File: config.mk
export PLATFORM = sky130hd
export DESIGN_NAME = gimli_sponge_hash_flat
export DESIGN_NICKNAME = d
export VERILOG_FILES = /design/src/hdl/gsh_pkg.sv /design/src/hdl/gsh_if.sv /design/src/hdl/gsh_front.sv /design/src/hdl/gsh_back.sv /design/src/hdl/gimli_sponge_hash.sv /design/src/flat_wrapper.sv
export VERILOG_INCLUDE_DIRS = /design/src /design/src/hdl
export SDC_FILE = /design/constraint.sdc
export NUM_CORES = 2
export LEC_CHECK = 0
export BUFFER_PORTS_ARGS = -buffer_cell sky130_fd_sc_hd__buf_2
export CAP_MARGIN = 10
export CORE_MARGIN = 2
export CORE_UTILIZATION = 40
export DETAILED_ROUTE_END_ITERATION = 10
export MAX_ROUTING_LAYER = met4
export PLACE_DENSITY = 0.62
export SYNTH_ARGS = -nofsm -noshare
export SYNTH_HDL_FRONTEND = slang
export SYNTH_HIERARCHICAL = 1
export SYNTH_SLANG_ARGS = --single-unit
File: constraint.sdc
create_clock -name clk -period 4.5 [get_ports clk]
set_clock_uncertainty 0.05 [all_clocks]
set_input_delay 0.9 -clock clk [delete_from_list [all_inputs] [get_ports clk]]
set_output_delay 0.9 -clock clk [all_outputs]
set_load 0.01 [all_outputs]
File: src/hdl/gimli_sponge_hash_macros.svh
// Assertion helpers for the Gimli sponge hash block
`ifndef GIMLI_SPONGE_HASH_MACROS_SVH
`define GIMLI_SPONGE_HASH_MACROS_SVH

// same-cycle implication, disabled during reset
`define GSH_ASSERT_IMP(label, clk, rst, ante, cons) \
  label: assert property (@(posedge clk) disable iff (rst) (ante) |-> (cons)) \
    else $error("gsh check failed");

// next-cycle implication, disabled during reset
`define GSH_ASSERT_NXT(label, clk, rst, ante, cons) \
  label: assert property (@(posedge clk) disable iff (rst) (ante) |=> (cons)) \
    else $error("gsh check failed");

`endif

File: src/hdl/gsh_pkg.sv
`timescale 1ns / 1ps
// ----------------------------------------------------------------------------
// gsh_pkg
// Types, constants and the Gimli round function for the sponge hash block.
// ----------------------------------------------------------------------------
package gsh_pkg;

  localparam logic [4:0]  ROUNDS      = 5'd24;
  localparam logic [6:0]  MAX_DIGEST  = 7'd64;
  localparam logic [7:0]  PAD_FIRST   = 8'h1F;
  localparam logic [7:0]  PAD_LAST    = 8'h80;
  localparam logic [3:0]  LAST_RATE   = 4'd15;
  localparam logic [31:0] ROUND_CONST = 32'h9e377900;

  localparam logic        CMD_ABSORB   = 1'b0;
  localparam logic        CMD_FINALIZE = 1'b1;

  typedef logic [11:0][31:0] state_t;

  typedef enum logic [1:0] {
    ST_IDLE,
    ST_PERM,
    ST_OUT
  } fsm_t;

  typedef struct packed {
    logic       command;
    logic [7:0] data_byte;
  } item_t;

  typedef struct packed {
    logic  valid;
    item_t item;
  } queue_head_t;

  typedef struct packed {
    logic permuting;
    logic squeezing;
  } status_t;

  function automatic logic [31:0] rotl32(input logic [31:0] v, input int r);
    return (v << r) | (v >> (32 - r));
  endfunction

  // one round; r counts down from ROUNDS to 1
  function automatic state_t gimli_round(input state_t s, input logic [4:0] r);
    state_t      n;
    logic [31:0] x;
    logic [31:0] y;
    logic [31:0] z;
    logic [31:0] t;
    n = s;
    for (int col = 0; col < 4; col++) begin
      x = rotl32(s[col], 24);
      y = rotl32(s[4 + col], 9);
      z = s[8 + col];
      n[8 + col] = x ^ (z << 1) ^ ((y & z) << 2);
      n[4 + col] = y ^ x ^ ((x | z) << 1);
      n[col]     = z ^ y ^ ((x & y) << 3);
    end
    if (r[1:0] == 2'd0) begin
      t = n[0]; n[0] = n[1]; n[1] = t;
      t = n[2]; n[2] = n[3]; n[3] = t;
      n[0] = n[0] ^ ROUND_CONST ^ {27'd0, r};
    end else if (r[1:0] == 2'd2) begin
      t = n[0]; n[0] = n[2]; n[2] = t;
      t = n[1]; n[1] = n[3]; n[3] = t;
    end
    return n;
  endfunction

endpackage

File: src/hdl/gsh_if.sv
`timescale 1ns / 1ps
// ----------------------------------------------------------------------------
// gsh_in_if / gsh_out_if
// Valid/ready channels for command items and digest bytes.
// ----------------------------------------------------------------------------
interface gsh_in_if;
  logic       valid;
  logic       ready;
  logic       command;
  logic [7:0] data_byte;

  modport source (output valid, command, data_byte, input ready);
  modport sink   (input valid, command, data_byte, output ready);
endinterface

interface gsh_out_if;
  logic       valid;
  logic       ready;
  logic [7:0] digest_byte;
  logic       last;

  modport source (output valid, digest_byte, last, input ready);
  modport sink   (input valid, digest_byte, last, output ready);
endinterface

File: src/hdl/gsh_front.sv
`timescale 1ns / 1ps
// ----------------------------------------------------------------------------
// gsh_front
// Accepts command items and holds them in a short queue for the back end.
// ----------------------------------------------------------------------------
module gsh_front #(
  parameter int DEPTH = 2
) (
  input  logic                 clk,
  input  logic                 rst,
  gsh_in_if.sink               req,
  output gsh_pkg::queue_head_t head,
  input  logic                 pop
);

  localparam int PW = (DEPTH > 1) ? $clog2(DEPTH) : 1;
  localparam int CW = $clog2(DEPTH + 1);

  gsh_pkg::item_t mem [DEPTH];
  logic [PW-1:0]  wr_ptr;
  logic [PW-1:0]  rd_ptr;
  logic [CW-1:0]  count;
  logic           push;
  logic           do_pop;

  assign req.ready = (count != CW'(DEPTH));
  assign push      = req.valid && req.ready;
  assign do_pop    = pop && (count != '0);

  assign head.valid = (count != '0);
  assign head.item  = mem[rd_ptr];

  always_ff @(posedge clk) begin
    if (push) begin
      mem[wr_ptr] <= '{command: req.command, data_byte: req.data_byte};
    end
  end

  always_ff @(posedge clk) begin
    if (rst) begin
      wr_ptr <= '0;
      rd_ptr <= '0;
      count  <= '0;
    end else begin
      if (push) begin
        wr_ptr <= (wr_ptr == PW'(DEPTH - 1)) ? '0 : wr_ptr + 1'b1;
      end
      if (do_pop) begin
        rd_ptr <= (rd_ptr == PW'(DEPTH - 1)) ? '0 : rd_ptr + 1'b1;
      end
      if (push && !do_pop) begin
        count <= count + 1'b1;
      end else if (!push && do_pop) begin
        count <= count - 1'b1;
      end
    end
  end

endmodule

File: src/hdl/gsh_back.sv
`timescale 1ns / 1ps
// ----------------------------------------------------------------------------
// gsh_back
// Sponge state, round-per-cycle permutation and digest squeeze sequencer.
// ----------------------------------------------------------------------------
module gsh_back (
  input  logic                 clk,
  input  logic                 rst,
  input  gsh_pkg::queue_head_t head,
  output logic                 pop,
  input  logic [6:0]           out_len,
  gsh_out_if.source            rsp,
  output gsh_pkg::status_t     stat
);

  gsh_pkg::fsm_t   st, st_next;
  gsh_pkg::state_t sw, sw_next;
  logic [3:0]      offset, offset_next;
  logic [4:0]      rnd, rnd_next;
  logic            after_out, after_out_next;
  logic [5:0]      k, k_next;
  logic [6:0]      len, len_next;
  logic            out_valid, out_valid_next;
  logic [7:0]      out_byte, out_byte_next;
  logic            out_last, out_last_next;
  logic [6:0]      len_sat;
  logic [31:0]     rd_word;
  logic [7:0]      rd_byte;
  logic            is_last;

  assign len_sat = (out_len == 7'd0) ? 7'd1 :
                   (out_len > gsh_pkg::MAX_DIGEST) ? gsh_pkg::MAX_DIGEST : out_len;
  assign rd_word = sw[4'(k[3:2])];
  assign rd_byte = 8'(rd_word >> {k[1:0], 3'b000});
  assign is_last = ((7'(k) + 7'd1) == len);

  assign rsp.valid       = out_valid;
  assign rsp.digest_byte = out_byte;
  assign rsp.last        = out_last;

  assign stat.permuting = (st == gsh_pkg::ST_PERM);
  assign stat.squeezing = (st == gsh_pkg::ST_OUT);

  always_comb begin
    st_next        = st;
    sw_next        = sw;
    offset_next    = offset;
    rnd_next       = rnd;
    after_out_next = after_out;
    k_next         = k;
    len_next       = len;
    out_valid_next = out_valid && !rsp.ready;
    out_byte_next  = out_byte;
    out_last_next  = out_last;
    pop            = 1'b0;
    unique case (st)
      gsh_pkg::ST_IDLE: begin
        if (head.valid) begin
          pop = 1'b1;
          if (head.item.command == gsh_pkg::CMD_ABSORB) begin
            sw_next[4'(offset[3:2])] = sw[4'(offset[3:2])] ^
              (32'(head.item.data_byte) << {offset[1:0], 3'b000});
            offset_next = offset + 4'd1;
            if (offset == gsh_pkg::LAST_RATE) begin
              rnd_next       = gsh_pkg::ROUNDS;
              after_out_next = 1'b0;
              st_next        = gsh_pkg::ST_PERM;
            end
          end else begin
            sw_next[4'(offset[3:2])] = sw[4'(offset[3:2])] ^
              (32'(gsh_pkg::PAD_FIRST) << {offset[1:0], 3'b000});
            sw_next[3] = sw_next[3] ^ {gsh_pkg::PAD_LAST, 24'd0};
            offset_next    = 4'd0;
            len_next       = len_sat;
            k_next         = 6'd0;
            rnd_next       = gsh_pkg::ROUNDS;
            after_out_next = 1'b1;
            st_next        = gsh_pkg::ST_PERM;
          end
        end
      end
      gsh_pkg::ST_PERM: begin
        sw_next  = gsh_pkg::gimli_round(sw, rnd);
        rnd_next = rnd - 5'd1;
        if (rnd == 5'd1) begin
          st_next = after_out ? gsh_pkg::ST_OUT : gsh_pkg::ST_IDLE;
        end
      end
      gsh_pkg::ST_OUT: begin
        if (!out_valid || rsp.ready) begin
          out_valid_next = 1'b1;
          out_byte_next  = rd_byte;
          out_last_next  = is_last;
          k_next         = k + 6'd1;
          if (is_last) begin
            sw_next     = '0;
            offset_next = 4'd0;
            st_next     = gsh_pkg::ST_IDLE;
          end else if (k[3:0] == gsh_pkg::LAST_RATE) begin
            rnd_next       = gsh_pkg::ROUNDS;
            after_out_next = 1'b1;
            st_next        = gsh_pkg::ST_PERM;
          end
        end
      end
      default: st_next = gsh_pkg::ST_IDLE;
    endcase
  end

  always_ff @(posedge clk) begin
    if (rst) begin
      st        <= gsh_pkg::ST_IDLE;
      sw        <= '0;
      offset    <= 4'd0;
      out_valid <= 1'b0;
    end else begin
      st        <= st_next;
      sw        <= sw_next;
      offset    <= offset_next;
      out_valid <= out_valid_next;
    end
  end

  always_ff @(posedge clk) begin
    rnd       <= rnd_next;
    after_out <= after_out_next;
    k         <= k_next;
    len       <= len_next;
    out_byte  <= out_byte_next;
    out_last  <= out_last_next;
  end

endmodule

File: src/hdl/gimli_sponge_hash.sv
`timescale 1ns / 1ps
// ----------------------------------------------------------------------------
// gimli_sponge_hash
// Gimli sponge hash: absorbs message bytes, squeezes a digest on finalize.
// ----------------------------------------------------------------------------
// Usage:
//   req carries command items: command 0 absorbs data_byte, command 1 pads,
//   permutes and squeezes out_len digest bytes (0 acts as 1, above 64 as 64).
//   rsp carries one item per digest byte; last marks the final one.
//   cfg_we/cfg_data write out_len (reset 32); write it only while idle.
// Timing:
//   Items pass a QUEUE_DEPTH-entry queue into the sponge sequencer.
//   Every 16th absorb starts the permutation, which runs one round per
//   cycle. A finalize pads and permutes, then sends one byte per cycle
//   while rsp is ready, with a permutation between 16-byte blocks.
// Reset clears the sponge, the queue and the output valid flag at once.
// When rsp stalls, the sequencer holds the next byte and the queue keeps
// taking items until it is full.
// ----------------------------------------------------------------------------
`include "gimli_sponge_hash_macros.svh"

module gimli_sponge_hash #(
  parameter int QUEUE_DEPTH = 2
) (
  input  logic       clk,
  input  logic       rst,
  gsh_in_if.sink     req,
  gsh_out_if.source  rsp,
  input  logic       cfg_we,
  input  logic [6:0] cfg_data
);

  gsh_pkg::queue_head_t head;
  gsh_pkg::status_t     stat;
  logic                 q_pop;
  logic [6:0]           out_len;

  always_ff @(posedge clk) begin
    if (rst) begin
      out_len <= 7'd32;
    end else if (cfg_we) begin
      out_len <= cfg_data;
    end
  end

  gsh_front #(
    .DEPTH (QUEUE_DEPTH)
  ) u_front (
    .clk  (clk),
    .rst  (rst),
    .req  (req),
    .head (head),
    .pop  (q_pop)
  );

  gsh_back u_back (
    .clk     (clk),
    .rst     (rst),
    .head    (head),
    .pop     (q_pop),
    .out_len (out_len),
    .rsp     (rsp),
    .stat    (stat)
  );

  `GSH_ASSERT_NXT(a_accept_queued, clk, rst, req.valid && req.ready, head.valid)
  `GSH_ASSERT_IMP(a_no_pop_in_perm, clk, rst, stat.permuting, !q_pop)
  `GSH_ASSERT_IMP(a_out_from_squeeze, clk, rst, $rose(rsp.valid), $past(stat.squeezing))

endmodule
File: src/flat_wrapper.sv
// flat-port wrapper written by rule: the top's interface ports become plain ports
module gimli_sponge_hash_flat 
#(
  parameter int QUEUE_DEPTH = 2
)
  (clk, rst, cfg_we, cfg_data, req_valid, req_command, req_data_byte, req_ready, rsp_valid, rsp_digest_byte, rsp_last, rsp_ready);
  gsh_in_if req_i ();
  gsh_out_if rsp_i ();
  input  logic clk;
  input  logic rst;
  input  logic cfg_we;
  input  logic [6:0] cfg_data;
  input wire logic [$bits(req_i.valid)-1:0] req_valid;
  input wire logic [$bits(req_i.command)-1:0] req_command;
  input wire logic [$bits(req_i.data_byte)-1:0] req_data_byte;
  output wire logic [$bits(req_i.ready)-1:0] req_ready;
  output wire logic [$bits(rsp_i.valid)-1:0] rsp_valid;
  output wire logic [$bits(rsp_i.digest_byte)-1:0] rsp_digest_byte;
  output wire logic [$bits(rsp_i.last)-1:0] rsp_last;
  input wire logic [$bits(rsp_i.ready)-1:0] rsp_ready;
  assign req_i.valid = req_valid;
  assign req_i.command = req_command;
  assign req_i.data_byte = req_data_byte;
  assign req_ready = req_i.ready;
  assign rsp_valid = rsp_i.valid;
  assign rsp_digest_byte = rsp_i.digest_byte;
  assign rsp_last = rsp_i.last;
  assign rsp_i.ready = rsp_ready;
  gimli_sponge_hash #(.QUEUE_DEPTH(QUEUE_DEPTH)) u_core (.clk(clk), .rst(rst), .req(req_i), .rsp(rsp_i), .cfg_we(cfg_we), .cfg_data(cfg_data));
endmodule
==> results.toml <==
[pwr]
total_power_uw = 18600
power.leakage_uw = 0.0132
power.switching_fraction_pct = 44.6
power.share.sequential_pct = 32.3
combinationalPowerShare_pct = 43.3
pwr_density_cell_nw_per_um2 = 543
worst_ir_drop_vdd_mv = 0.469
p_switching_uw = 8300
p_clk_share_pct = 24.3
internal_power_uw = 10300

[clock_network]
cts_setup_buffers = 0
post_cts_hold_buffer_count = 0
cts_tree = "done"
root_buffer = "clkbuf_16"
clk-insertion-delay-late_ns = 0.64
clk_transition_reported_paths_ns = 0.06
cts_resized = 0
numCtsBuffers = 53
total_number_of_h_tree_levels = 2
clk_sink_count = 449
number_of_buffers_between_clock_root_and_the_deepest_sink = 3

[setup_path]
crit_required_ns = 4.92
regToRegStartpoint = "u_core/u_back/k[1]$_SDFFCE_PN0P_"
reg2regPathDepth = 9
worstPathArrival_ns = 4.10
timing.critical_path.from_type = "flip-flop"
critical_path_class = "flip-flop to flip-flop"
regToRegSetupSlack_ns = 0.83
setup.worst_path.end_class = "flip-flop"
timing.critical_path.fanout_max = 45
startpoint = "u_core/u_back/k[1]$_SDFFCE_PN0P_"

[logic_synthesis]
syn_area_um2 = 31400
yosys-top-cells-area = "dfxtp_1 (26%), xnor2_1 (10%), ha_1 (9.9%)"
post-synth-top-count-cell = "dfxtp_1"
post_synth.cell_area_avg_um2 = 8.82
synth_seq_area_share_pct = 30.1
synth_top_flop_cell = "dfxtp_1"
synth_fp_nets = 3834
synth-seq-cells = 449
ys_top_cells_by_count = "dfxtp_1 (403), a21oi_1 (377), xnor2_1 (362), o21ai_0 (315), ha_1 (249)"
synthArstFlopShare_pct = 0
netlist.top_cell.by_area = "dfxtp_1"
synth_enable_flop_cells = 46
synth_cell_type_count = 69
ys.warnings.count = 6
synth_cells = 3564
synth_top_cell_area_share_pct = 25.7

[grt]
global_route_wire_length_before_repair_um = 181000
grtUsageTotal_pct = 30.5
first_global_vias = 26100
initial_antenna_violation_count = 2
grt_overflow = 0
grt_start_max_net_pins = 145

[floorplan]
dieWidth_um = 284
fp.dieH_um = 284
coreArea_um2 = 77600
effective_utilization_at_floorplan_pct = 40.5
core.rowCount = 102
die-area_um2 = 80900
io_pins = 32

[cells_and_area]
layout-drive-gt1-share_pct = 8.39
fillCellCount = 7697
num-nets-final = 3697
layout-area-overhead-vs-synth_pct = 9.03

[timing]
period_share_pct = 81.6
timing.final.crit_period_ns = 3.67
max_slew.worst_pin.slew_ns = 1.35
fin_setup_tns_ns = 0
final-max-slew-violation-count = 0
report.final.hold_viol_count = 0
slew_headroom_pct = 10.0
setup-violations-final = 0
grt_setup_unrepaired = "false"
fmax_mhz = 272

[routing]
routed_wl_um = 123000
detailedRoute.firstPassIterationCount = 6
remaining_drc_errors = 0
routed_via_density = 6.33
vias = 28600
detail_route.wl_per_cell_um = 27.2
drtAntennaViolNets = 0
drt-initial-drc-count = 3842

[min_path]
min_path_cells = 2
min-delay-path-class = "input port to flip-flop"
hold-path-endpoint = "u_core/out_len[5]$_SDFFE_PP1P_"
hold_path_startpoint = "cfg_data[5]"

[placed_design]
place_congestion = 1.04
detailedPlacementHpwl_um = 87400
port_buffers = 31

[outcome]
outcome = "completed"

[run]
timing.max_cap.violations = 0
how the worst max path moves through the flow:
| stage | to | slack, ns | cells past startpoint |
|---|---|---|---|
| 3_5_place_dp | flip-flop | 0.90 | 9 |
| 3_3_place_gp | flip-flop | 0.98 | 9 |
| 6_report | flip-flop | 0.83 | 9 |
| 4_1_cts | flip-flop | 0.87 | 9 |
| 5_1_grt | flip-flop | 0.64 | 9 |
| 2_1_floorplan | flip-flop | 1.79 | 8 |
power by group through the flow:
stage               clock network, uW  registers [uW]  logic, uW
floorplan                           0            5270       5730
global placement                    0            5980       7760
detailed placement                  0            5990       7810
CTS                              4570            5910       7840
global route                     4740            6010       8550
finish                           4530            6020       8070
cell families after synthesis:
logic type | after synthesis | share of synthesized area [%]
compound gates | 951 | 17.3
xor+xnor | 455 | 12.8
fa+ha+maj | 249 | 9.91
buf+inv | 303 | 4.01
flops | 449 | 30.1
mux | 298 | 12.4
simple gates | 859 | 13.6
critical path, stage by stage, from the launching register on:
cell      delay [ns]
edfxtp_1        0.68
ha_1            0.38
and3_1          0.31
nand3_1         0.14
o211a_2         0.19
o41ai_4         0.62
buf_4           0.27
nand2_4         0.16
buf_4           0.40
mux2i_1         0.21
metrics by stage:
step | instances | util [%] | area [um2] | setup WS [ns] | hold slack [ns]
after floorplan | 3564 | - | 31400 | 1.79 | 0.400
after global placement | 4412 | 41.9 | 32500 | 0.981 | 0.411
after detailed placement | 4412 | 41.9 | 32500 | 0.896 | 0.422
after CTS | 4510 | 44.2 | 34300 | 0.870 | 0.409
after global routing | 4513 | 44.2 | 34300 | 0.642 | 0.415
final | 4515 | 44.2 | 34300 | 0.826 | 0.425
layout make-up:
type	count	area, um2	area share (%)
Timing Repair Buffer	95	796	2.32
Clock buffer	82	1560	4.55
Inverter	16	62.6	0.182
Tap cell	1040	1300	3.80
Sequential cell	449	9450	27.6
Clock inverter	16	224	0.653
Multi-Input combinational cell	2812	20900	60.9
Antenna cell	5	12.5	0.0365
layer usage:
metal  part of all wire, %  track usage (%)  vias to the layer above
met1                    40             39.8                    13900
met5                     0                -                        -
met2                    43             44.0                     1570
met3                    11             7.28                      294
li1                      -                -                    12900
met4                   5.6             15.1                        0
placed cells by master (no fill, tap or decap), drive strengths merged, types with 105 or more instances in the layout:
master and count:
ha 249, a21oi 377, nand2 207, nor2 152
or3 105, dfxtp 403, nand3 108, mux2i 215
o21ai 316, xnor2 362, nand4 144
No activity file was read; power rests on OpenSTA's default activity.
